--- src/mbdec_pkg.sv ---
// ----------------------------------------------------------------------------
// mbdec_pkg
// Shared types, constants and controller/datapath interface structs for the
// multi-button debouncer with edge counters.
// ----------------------------------------------------------------------------
package mbdec_pkg;

  localparam int BUTTONS_DEF    = 16;
  localparam int COUNT_BITS_DEF = 32;
  localparam int PORT_W         = 16;
  localparam int TIME_W         = 32;
  localparam int QUERY_W        = 4;
  localparam int SEL_W          = 32;
  localparam int CFG_DATA_W     = 32;
  localparam int CFG_IDX_W      = 1;

  // Configuration register indexes.
  localparam logic [CFG_IDX_W-1:0] REG_DEBOUNCE = 1'b0;
  localparam logic [CFG_IDX_W-1:0] REG_MODES    = 1'b1;

  // Reset values of the configuration registers.
  localparam logic [CFG_DATA_W-1:0] DEBOUNCE_RST = 32'h0000_0000;
  localparam logic [CFG_DATA_W-1:0] MODES_RST    = 32'h5555_5555;

  // Per-button count modes.
  localparam logic [1:0] MODE_BOTH    = 2'd0;
  localparam logic [1:0] MODE_FALLING = 2'd1;
  localparam logic [1:0] MODE_RISING  = 2'd2;

  typedef struct packed {
    logic [PORT_W-1:0]  pin_levels;
    logic [TIME_W-1:0]  now_ms;
    logic [PORT_W-1:0]  clear_count_mask;
    logic [QUERY_W-1:0] query_button;
  } in_t;

  typedef struct packed {
    logic [PORT_W-1:0] steady_levels;
    logic [PORT_W-1:0] pressed_mask;
    logic [PORT_W-1:0] released_mask;
    logic [SEL_W-1:0]  selected_count;
  } out_t;

  // Commands from the controller to the datapath.
  typedef struct packed {
    logic load_in;   // capture the input transaction, clear accumulators
    logic rd_en;     // read per-button memories at the walk index
    logic wb_en;     // update the button read in the previous cycle
    logic out_load;  // move the finished result into the output register
  } cmd_t;

endpackage

--- src/mbdec_ctrl.sv ---
// ----------------------------------------------------------------------------
// mbdec_ctrl
// Controller: accepts a transaction, walks the buttons one per cycle through
// the datapath and hands the result to the output register.
// ----------------------------------------------------------------------------
module mbdec_ctrl #(
  parameter int BUTTONS = mbdec_pkg::BUTTONS_DEF,
  parameter int IDX_W   = (BUTTONS > 1) ? $clog2(BUTTONS) : 1
) (
  input  logic              clk,
  input  logic              rst_n,
  input  logic              in_valid,
  output logic              in_ready,
  output logic              out_valid,
  input  logic              out_ready,
  output mbdec_pkg::cmd_t   cmd,
  output logic [IDX_W-1:0]  rd_idx
);
  import mbdec_pkg::*;

  localparam int CNT_W = $clog2(BUTTONS + 1);
  localparam logic [CNT_W-1:0] LAST = CNT_W'(BUTTONS);

  localparam logic [1:0] ST_IDLE = 2'd0;
  localparam logic [1:0] ST_RUN  = 2'd1;
  localparam logic [1:0] ST_FIN  = 2'd2;

  logic [1:0]       state_r, state_nxt;
  logic [CNT_W-1:0] cnt_r, cnt_nxt;
  logic             out_valid_r, out_valid_nxt;

  always_comb begin
    state_nxt     = state_r;
    cnt_nxt       = cnt_r;
    cmd           = '0;
    in_ready      = 1'b0;
    out_valid_nxt = out_valid_r && !out_ready;
    case (state_r)
      ST_IDLE: begin
        in_ready = 1'b1;
        if (in_valid) begin
          cmd.load_in = 1'b1;
          cnt_nxt     = '0;
          state_nxt   = ST_RUN;
        end
      end
      ST_RUN: begin
        // Read of button k overlaps the update of button k-1.
        cmd.rd_en = (cnt_r < LAST);
        cmd.wb_en = (cnt_r != '0);
        cnt_nxt   = cnt_r + 1'b1;
        if (cnt_r == LAST) begin
          state_nxt = ST_FIN;
        end
      end
      ST_FIN: begin
        if (!out_valid_r || out_ready) begin
          cmd.out_load  = 1'b1;
          out_valid_nxt = 1'b1;
          state_nxt     = ST_IDLE;
        end
      end
      default: begin
        state_nxt = ST_IDLE;
      end
    endcase
  end

  always_ff @(posedge clk) begin
    if (!rst_n) begin
      state_r     <= ST_IDLE;
      cnt_r       <= '0;
      out_valid_r <= 1'b0;
    end else begin
      state_r     <= state_nxt;
      cnt_r       <= cnt_nxt;
      out_valid_r <= out_valid_nxt;
    end
  end

  assign rd_idx    = cnt_r[IDX_W-1:0];
  assign out_valid = out_valid_r;

`ifndef SYNTHESIS
  a_no_overwrite: assert property (@(posedge clk) disable iff (!rst_n)
    cmd.out_load |-> (!out_valid_r || out_ready))
    else $error("result register loaded while still holding a transaction");

  a_rd_in_range: assert property (@(posedge clk) disable iff (!rst_n)
    cmd.rd_en |-> (cnt_r < LAST))
    else $error("memory read beyond the last button");

  a_accept_starts_walk: assert property (@(posedge clk) disable iff (!rst_n)
    (in_valid && in_ready) |=> (state_r == ST_RUN && cnt_r == '0))
    else $error("accepted transaction did not start a walk at button zero");

  a_fin_after_walk: assert property (@(posedge clk) disable iff (!rst_n)
    (state_r == ST_FIN && $past(state_r) != ST_FIN) |-> $past(cnt_r) == LAST)
    else $error("walk ended before all buttons were updated");
`endif

endmodule

--- src/mbdec_dp.sv ---
// ----------------------------------------------------------------------------
// mbdec_dp
// Datapath: configuration registers, per-button level vectors, change-time
// and count memories, the per-button update and the output register.
// ----------------------------------------------------------------------------
module mbdec_dp #(
  parameter int BUTTONS    = mbdec_pkg::BUTTONS_DEF,
  parameter int COUNT_BITS = mbdec_pkg::COUNT_BITS_DEF,
  parameter int IDX_W      = (BUTTONS > 1) ? $clog2(BUTTONS) : 1
) (
  input  logic                                 clk,
  input  logic                                 rst_n,
  input  mbdec_pkg::in_t                       in_data,
  output mbdec_pkg::out_t                      out_data,
  input  logic                                 cfg_we,
  input  logic [mbdec_pkg::CFG_IDX_W-1:0]      cfg_index,
  input  logic [mbdec_pkg::CFG_DATA_W-1:0]     cfg_wdata,
  input  mbdec_pkg::cmd_t                      cmd,
  input  logic [IDX_W-1:0]                     rd_idx
);
  import mbdec_pkg::*;

  // Configuration.
  logic [TIME_W-1:0]     debounce_r;
  logic [CFG_DATA_W-1:0] modes_r;

  // Captured transaction.
  in_t in_r;

  // Per-button level state.
  logic [BUTTONS-1:0] raw_r, raw_nxt;
  logic [BUTTONS-1:0] steady_r, steady_nxt;
  logic [BUTTONS-1:0] prior_r, prior_nxt;
  logic [BUTTONS-1:0] pressed_r, pressed_nxt;
  logic [BUTTONS-1:0] released_r, released_nxt;
  logic [COUNT_BITS-1:0] sel_r, sel_nxt;

  // Change-time and count memories; an entry never written reads as zero.
  logic [TIME_W-1:0]     ct_mem [BUTTONS];
  logic [COUNT_BITS-1:0] ec_mem [BUTTONS];
  logic [BUTTONS-1:0]    vld_r;
  logic [TIME_W-1:0]     ct_rd_r;
  logic [COUNT_BITS-1:0] ec_rd_r;
  logic                  rd_vld_r;
  logic [IDX_W-1:0]      wb_idx_r;

  out_t out_r;

  // Update of one button.
  logic [TIME_W-1:0]     ct_q, ct_wr, elapsed;
  logic [COUNT_BITS-1:0] ec_q, ec_inc, ec_wr;
  logic                  cur, upd, prior_b, steady_b, falling, rising, count_en;
  logic [1:0]            mode;

  always_comb begin
    ct_q     = rd_vld_r ? ct_rd_r : '0;
    ec_q     = rd_vld_r ? ec_rd_r : '0;
    cur      = in_r.pin_levels[wb_idx_r];
    mode     = 2'(modes_r >> {wb_idx_r, 1'b0});
    ct_wr    = (cur != raw_r[wb_idx_r]) ? in_r.now_ms : ct_q;
    elapsed  = in_r.now_ms - ct_wr;
    upd      = (elapsed >= debounce_r);
    prior_b  = upd ? steady_r[wb_idx_r] : prior_r[wb_idx_r];
    steady_b = upd ? cur : steady_r[wb_idx_r];
    falling  = prior_b && !steady_b;
    rising   = !prior_b && steady_b;
    count_en = (prior_b != steady_b) &&
               ((mode == MODE_BOTH) || (mode == MODE_FALLING && falling) ||
                (mode == MODE_RISING && rising));
    ec_inc   = count_en ? (ec_q + 1'b1) : ec_q;
    ec_wr    = in_r.clear_count_mask[wb_idx_r] ? '0 : ec_inc;

    raw_nxt      = raw_r;
    steady_nxt   = steady_r;
    prior_nxt    = prior_r;
    pressed_nxt  = pressed_r;
    released_nxt = released_r;
    sel_nxt      = sel_r;
    if (cmd.load_in) begin
      pressed_nxt  = '0;
      released_nxt = '0;
      sel_nxt      = '0;
    end else if (cmd.wb_en) begin
      raw_nxt[wb_idx_r]      = cur;
      steady_nxt[wb_idx_r]   = steady_b;
      prior_nxt[wb_idx_r]    = prior_b;
      pressed_nxt[wb_idx_r]  = falling;
      released_nxt[wb_idx_r] = rising;
      // The reported count is taken before the clear is applied.
      if (in_r.query_button == QUERY_W'(wb_idx_r)) begin
        sel_nxt = ec_inc;
      end
    end
  end

  always_ff @(posedge clk) begin
    if (!rst_n) begin
      debounce_r <= DEBOUNCE_RST;
      modes_r    <= MODES_RST;
      raw_r      <= '1;
      steady_r   <= '1;
      prior_r    <= '1;
      vld_r      <= '0;
    end else begin
      if (cfg_we) begin
        case (cfg_index)
          REG_DEBOUNCE: debounce_r <= cfg_wdata;
          REG_MODES:    modes_r    <= cfg_wdata;
          default:      ;
        endcase
      end
      raw_r    <= raw_nxt;
      steady_r <= steady_nxt;
      prior_r  <= prior_nxt;
      if (cmd.wb_en) begin
        vld_r[wb_idx_r] <= 1'b1;
      end
    end
  end

  always_ff @(posedge clk) begin
    if (cmd.load_in) begin
      in_r <= in_data;
    end
    pressed_r  <= pressed_nxt;
    released_r <= released_nxt;
    sel_r      <= sel_nxt;
    if (cmd.rd_en) begin
      ct_rd_r  <= ct_mem[rd_idx];
      ec_rd_r  <= ec_mem[rd_idx];
      rd_vld_r <= vld_r[rd_idx];
      wb_idx_r <= rd_idx;
    end
    if (cmd.wb_en) begin
      ct_mem[wb_idx_r] <= ct_wr;
      ec_mem[wb_idx_r] <= ec_wr;
    end
    if (cmd.out_load) begin
      out_r.steady_levels  <= PORT_W'(steady_r);
      out_r.pressed_mask   <= PORT_W'(pressed_r);
      out_r.released_mask  <= PORT_W'(released_r);
      out_r.selected_count <= SEL_W'(sel_r);
    end
  end

  assign out_data = out_r;

endmodule

--- src/multi_button_debounce_edge_counter.sv ---
// ----------------------------------------------------------------------------
// multi_button_debounce_edge_counter
// Debounces an active-low button port sampled with a millisecond timestamp
// and keeps a wrapping edge count per button, filtered by a per-button mode.
// ----------------------------------------------------------------------------
//
//   Channel   Direction  Handshake            Payload
//   in_       input      in_valid/in_ready    mbdec_pkg::in_t (one sample)
//   out_      output     out_valid/out_ready  mbdec_pkg::out_t (one result)
//   cfg_      input      cfg_we (no wait)     cfg_index, cfg_wdata
//
// A new transaction is accepted only in the idle state, once the walk over
// the buttons for the previous one has finished and its result has been
// loaded into the output register. During the walk the change-time and count
// memories are read and written back one button per cycle, with the read of
// the next button overlapping the update of the current one. Reset is
// synchronous and active low; it restores the configuration registers and
// the level vectors and invalidates all memory entries at once, so no
// clearing pass is needed. A stalled result sits in the output register
// while the next transaction is accepted and walked; only the hand-over of
// that next result waits for out_ready.
//
module multi_button_debounce_edge_counter #(
  parameter int BUTTONS    = mbdec_pkg::BUTTONS_DEF,
  parameter int COUNT_BITS = mbdec_pkg::COUNT_BITS_DEF
) (
  input  logic                             clk,
  input  logic                             rst_n,
  input  logic                             in_valid,
  output logic                             in_ready,
  input  mbdec_pkg::in_t                   in_data,
  output logic                             out_valid,
  input  logic                             out_ready,
  output mbdec_pkg::out_t                  out_data,
  input  logic                             cfg_we,
  input  logic [mbdec_pkg::CFG_IDX_W-1:0]  cfg_index,
  input  logic [mbdec_pkg::CFG_DATA_W-1:0] cfg_wdata
);
  import mbdec_pkg::*;

  // Width of a button index; at least one bit even for a single button.
  localparam int IDX_W = (BUTTONS > 1) ? $clog2(BUTTONS) : 1;

  cmd_t             cmd;
  logic [IDX_W-1:0] rd_idx;

  // The controller sequences acceptance, the per-button walk and the result
  // hand-over; it owns the output valid flag.
  mbdec_ctrl #(
    .BUTTONS (BUTTONS),
    .IDX_W   (IDX_W)
  ) u_ctrl (
    .clk       (clk),
    .rst_n     (rst_n),
    .in_valid  (in_valid),
    .in_ready  (in_ready),
    .out_valid (out_valid),
    .out_ready (out_ready),
    .cmd       (cmd),
    .rd_idx    (rd_idx)
  );

  // The datapath holds all per-button state and performs the debounce test,
  // the steady-level shift and the count update for one button per cycle.
  mbdec_dp #(
    .BUTTONS    (BUTTONS),
    .COUNT_BITS (COUNT_BITS),
    .IDX_W      (IDX_W)
  ) u_dp (
    .clk       (clk),
    .rst_n     (rst_n),
    .in_data   (in_data),
    .out_data  (out_data),
    .cfg_we    (cfg_we),
    .cfg_index (cfg_index),
    .cfg_wdata (cfg_wdata),
    .cmd       (cmd),
    .rd_idx    (rd_idx)
  );

endmodule
--- config.mk ---
export PLATFORM = sky130hd
export DESIGN_NAME = multi_button_debounce_edge_counter
export DESIGN_NICKNAME = d
export VERILOG_FILES = /design/src/mbdec_pkg.sv /design/src/mbdec_ctrl.sv /design/src/mbdec_dp.sv /design/src/multi_button_debounce_edge_counter.sv
export SDC_FILE = /design/constraint.sdc
export NUM_CORES = 2
export LEC_CHECK = 0
export ABC_AREA = 1
export BUFFER_PORTS_ARGS = -buffer_cell sky130_fd_sc_hd__buf_2
export CAP_MARGIN = 20
export CORE_ASPECT_RATIO = 0.6
export CORE_MARGIN = 2
export CORE_UTILIZATION = 50
export DETAILED_ROUTE_END_ITERATION = 6
export GPL_TIMING_DRIVEN = 0
export HOLD_SLACK_MARGIN = 0.1
export PLACE_DENSITY = 0.73
export SETUP_SLACK_MARGIN = 0.4
export SYNTH_ARGS = -nofsm -noshare
export SYNTH_HDL_FRONTEND = slang
export SYNTH_SLANG_ARGS = --single-unit
--- constraint.sdc ---
create_clock -name clk -period 8.7 [get_ports clk]
set_input_delay 1.305 -clock clk [delete_from_list [all_inputs] [get_ports clk]]
set_output_delay 1.305 -clock clk [all_outputs]
set_load 0.05 [all_outputs]
==> qor.txt <==
clock-pin slew on the worst setup and hold paths -> 70 ps
WL/cell -> 27.9 µm
CP most frequent cell -> nand2_1
mapped cell area -> 0.0587 mm²
post-synth top area cell -> edfxtp_1
mean area per synthesized cell -> 11.8 µm²
fin util -> 0.584
clk_lat worst skew -> 790 ps
largest net degree at the start of global routing -> 70
post-synthesis async set-or-reset flop share -> 0
CP peak stage delay -> 460 ps
Sw Share -> 0.292
number of routed nets with antenna violations -> 0
Leak -> 23.8 nW
Max Cap Viol -> 0
Core ar. -> 0.117 mm²
unrepaired setup endpoints after global routing -> false
global-route wire length before repair -> 279 mm
remaining global-route overflow -> 0
Crit path required time -> 9320 ps
final WL -> 197 mm
H-tree levels -> 3
Tcrit/Tclk final -> 0.903
ranking of synthesized cells by area -> edfxtp_1, dfxtp_1, o21ai_0
R2R setup slack -> 850 ps
Post-synth EDFFs -> 1,241
vias per cell -> 6.34
area post-placement -> 0.0632 mm²
setup TNS -> 0 ps
vias in the first global route -> 41,200
die width -> 446 µm
antenna violations before repair -> 4
Design Area, Final -> 0.0681 mm²
Tmin final -> 7850 ps
critical path class -> reg2reg
Main synth FF type -> edfxtp_1
share of layout cells above drive strength 1 -> 0.113
crit end category -> register
startpoint class of the critical path -> register
synth cell count leaders -> edfxtp_1, nor2_1, o21ai_0
clock skew after layout -> 63.9 ps
chip height -> 269 µm
input/output buffers -> 187
hold_sp -> u_dp.released_r[12]$_SDFFE_PP0P_
Sink Count -> 1,441
post-synthesis sequential area ratio -> 0.703
Fillers -> 9,131
maximum root-to-sink buffer count -> 3
P_int -> 11.9 mW
worst slew pin tran -> 1320 ps
GRT Total Usage -> 0.319
Fin. Hold Viols -> 0
CP max stage cell -> buf_2
Synth warnings -> 0
hold_buf cts -> 0
die footprint -> 0.120 mm²
DR iter-0 viols -> 7,665
Synth Register Bits -> 1,441
peak supply drop -> 191 µV
status -> finished clean
Area Growth Syn to Fin -> 16.0%
Sw Pwr -> 4.93 mW
Post-Synthesis Cells -> 4,982
Clk pwr share -> 0.338
via count -> 44,700
Hold Crit Class -> reg2reg
Post-DP HPWL -> 136 mm
root buf cell -> clkbuf_16
starting density of the core -> 0.504
site row count -> 97
footprint of the multi-input gates -> 0.0158 mm²
# DRC -> 0
count leader, synth -> edfxtp_1
TritonCTS buffer count -> 119
Sequential Power Share -> 0.479
area occupied by registers -> 0.0413 mm²
TritonCTS clock tree -> done
Worst Setup SP -> u_dp.rd_vld_r$_DFFE_PP_
Layout Nets -> 5,573
slew margin rel. -> 0.122
Mapped Nets -> 5,151
combinational power share -> 0.183
Yosys cell types -> 46
reg2reg start -> u_dp.rd_vld_r$_DFFE_PP_
PD cells -> 248 mW/mm²
Slew Limit Fails -> 0
Peak Freq -> 127 MHz
crit path DAT -> 8470 ps
setup violators final -> 0
io pins -> 188
number of iterations in the first detailed-routing pass -> 7
Crit Path Max Fanout -> 12
Final GP Congestion -> 0.970
Synth top area share -> 0.635
-- routing by layer --
layer / part of all wire / vias up / track usage
met4: 0.033 / 8 / 0.0961
met3: 0.16 / 473 / 0.122
met1: 0.39 / 21600 / 0.462
met2: 0.41 / 3568 / 0.443
met5: 0.0016 / - / 0
li1: - / 19000 / -
-- timing repair --
item	CTS	global route
endpoints found under the setup margin	576	544
gates resized for setup	66	56
pin swaps	5	9
setup buffers	6	17
-- cells in the final DEF, fill, tap and decap left out, types with 37 or more instances in the layout --
master	netlist	routed
inv_1	264	262
dfxtp_1	200	200
nor2_1	749	726
a22oi_1	44	37
o21ai_0	653	646
xor2_1	43	42
clkbuf_1	255	257
edfxtp_1	1241	1241
ha_1	63	63
o221ai_1	197	197
o22ai_1	59	59
a21oi_1	173	142
buf_12	0	43
buf_4	2	41
o211ai_1	91	91
buf_2	13	197
nand2_1	545	544
clkbuf_16	0	121
nand3_1	226	225
-- power groups by stage --
stage                     clock network (mW)  registers (mW)  logic [mW]
after floorplan                            0            8.25        1.51
after global placement                     0            8.27        2.51
after detailed placement                   0            8.24        2.70
after CTS                               5.69            8.09        2.84
after global routing                    5.96            8.09        3.27
final                                   5.70            8.09        3.08
-- critical path, delay by kind of cell (launching register included) --
kind / cells / cell delay [ps]
AO/OA/AOI/OAI: 9 / 2010
adder cells (fa/ha/maj): 3 / 820
AND/OR/NAND/NOR: 12 / 1410
buffers and inverters: 13 / 3070
flip-flops: 1 / 350
-- flip-flops by register name, indices dropped and copies added (netlist names), 68 cells and up --
| name | flops |
|---|---|
| u_dp.out_data | 80 |
| u_dp.ec_mem | 512 |
| u_dp.ct_mem | 512 |
| u_dp.in_r | 68 |
-- through the flow --
stage	hold WS (ps)	power (mW)	std cells	setup WS, ps
3_3_place_gp	411	10.8	6703	-4820
2_1_floorplan	403	9.76	4982	1810
5_1_grt	436	17.3	7044	404
6_report	429	16.9	7050	845
3_5_place_dp	410	10.9	6791	-2010
4_1_cts	427	16.6	7024	408
-- cell families after synthesis --
group	after synthesis	synth area share
adders and majority gates	63	0.0134
xor gates and xnor gates	47	0.00701
AOI/OAI and AO/OA	1257	0.129
DFF	1441	0.703
and+or+nand+nor	1597	0.110
buffers and inverters	577	0.0375
-- cell type report --
type | instances | area share
antenna | 6 | 0.000221
clock buffer | 143 | 0.0469
buffer | 300 | 0.0177
multi-input combinational | 2964 | 0.232
inverter | 277 | 0.0154
sequential | 1441 | 0.606
timing repair buffer | 301 | 0.0402
tap | 1534 | 0.0282
clock inverter | 84 | 0.0134
-- path summary, 6_finish.rpt --
check / to / cells past startpoint
max reg2reg: u_dp.ec_mem[6][2]$_DFFE_PP_ / 37
max: u_dp.ec_mem[6][2]$_DFFE_PP_ / 37
min: u_dp.out_data[44]$_DFFE_PP_ / 0
min reg2reg: u_dp.out_data[44]$_DFFE_PP_ / 0
No activity file was read; power rests on OpenSTA's default activity.
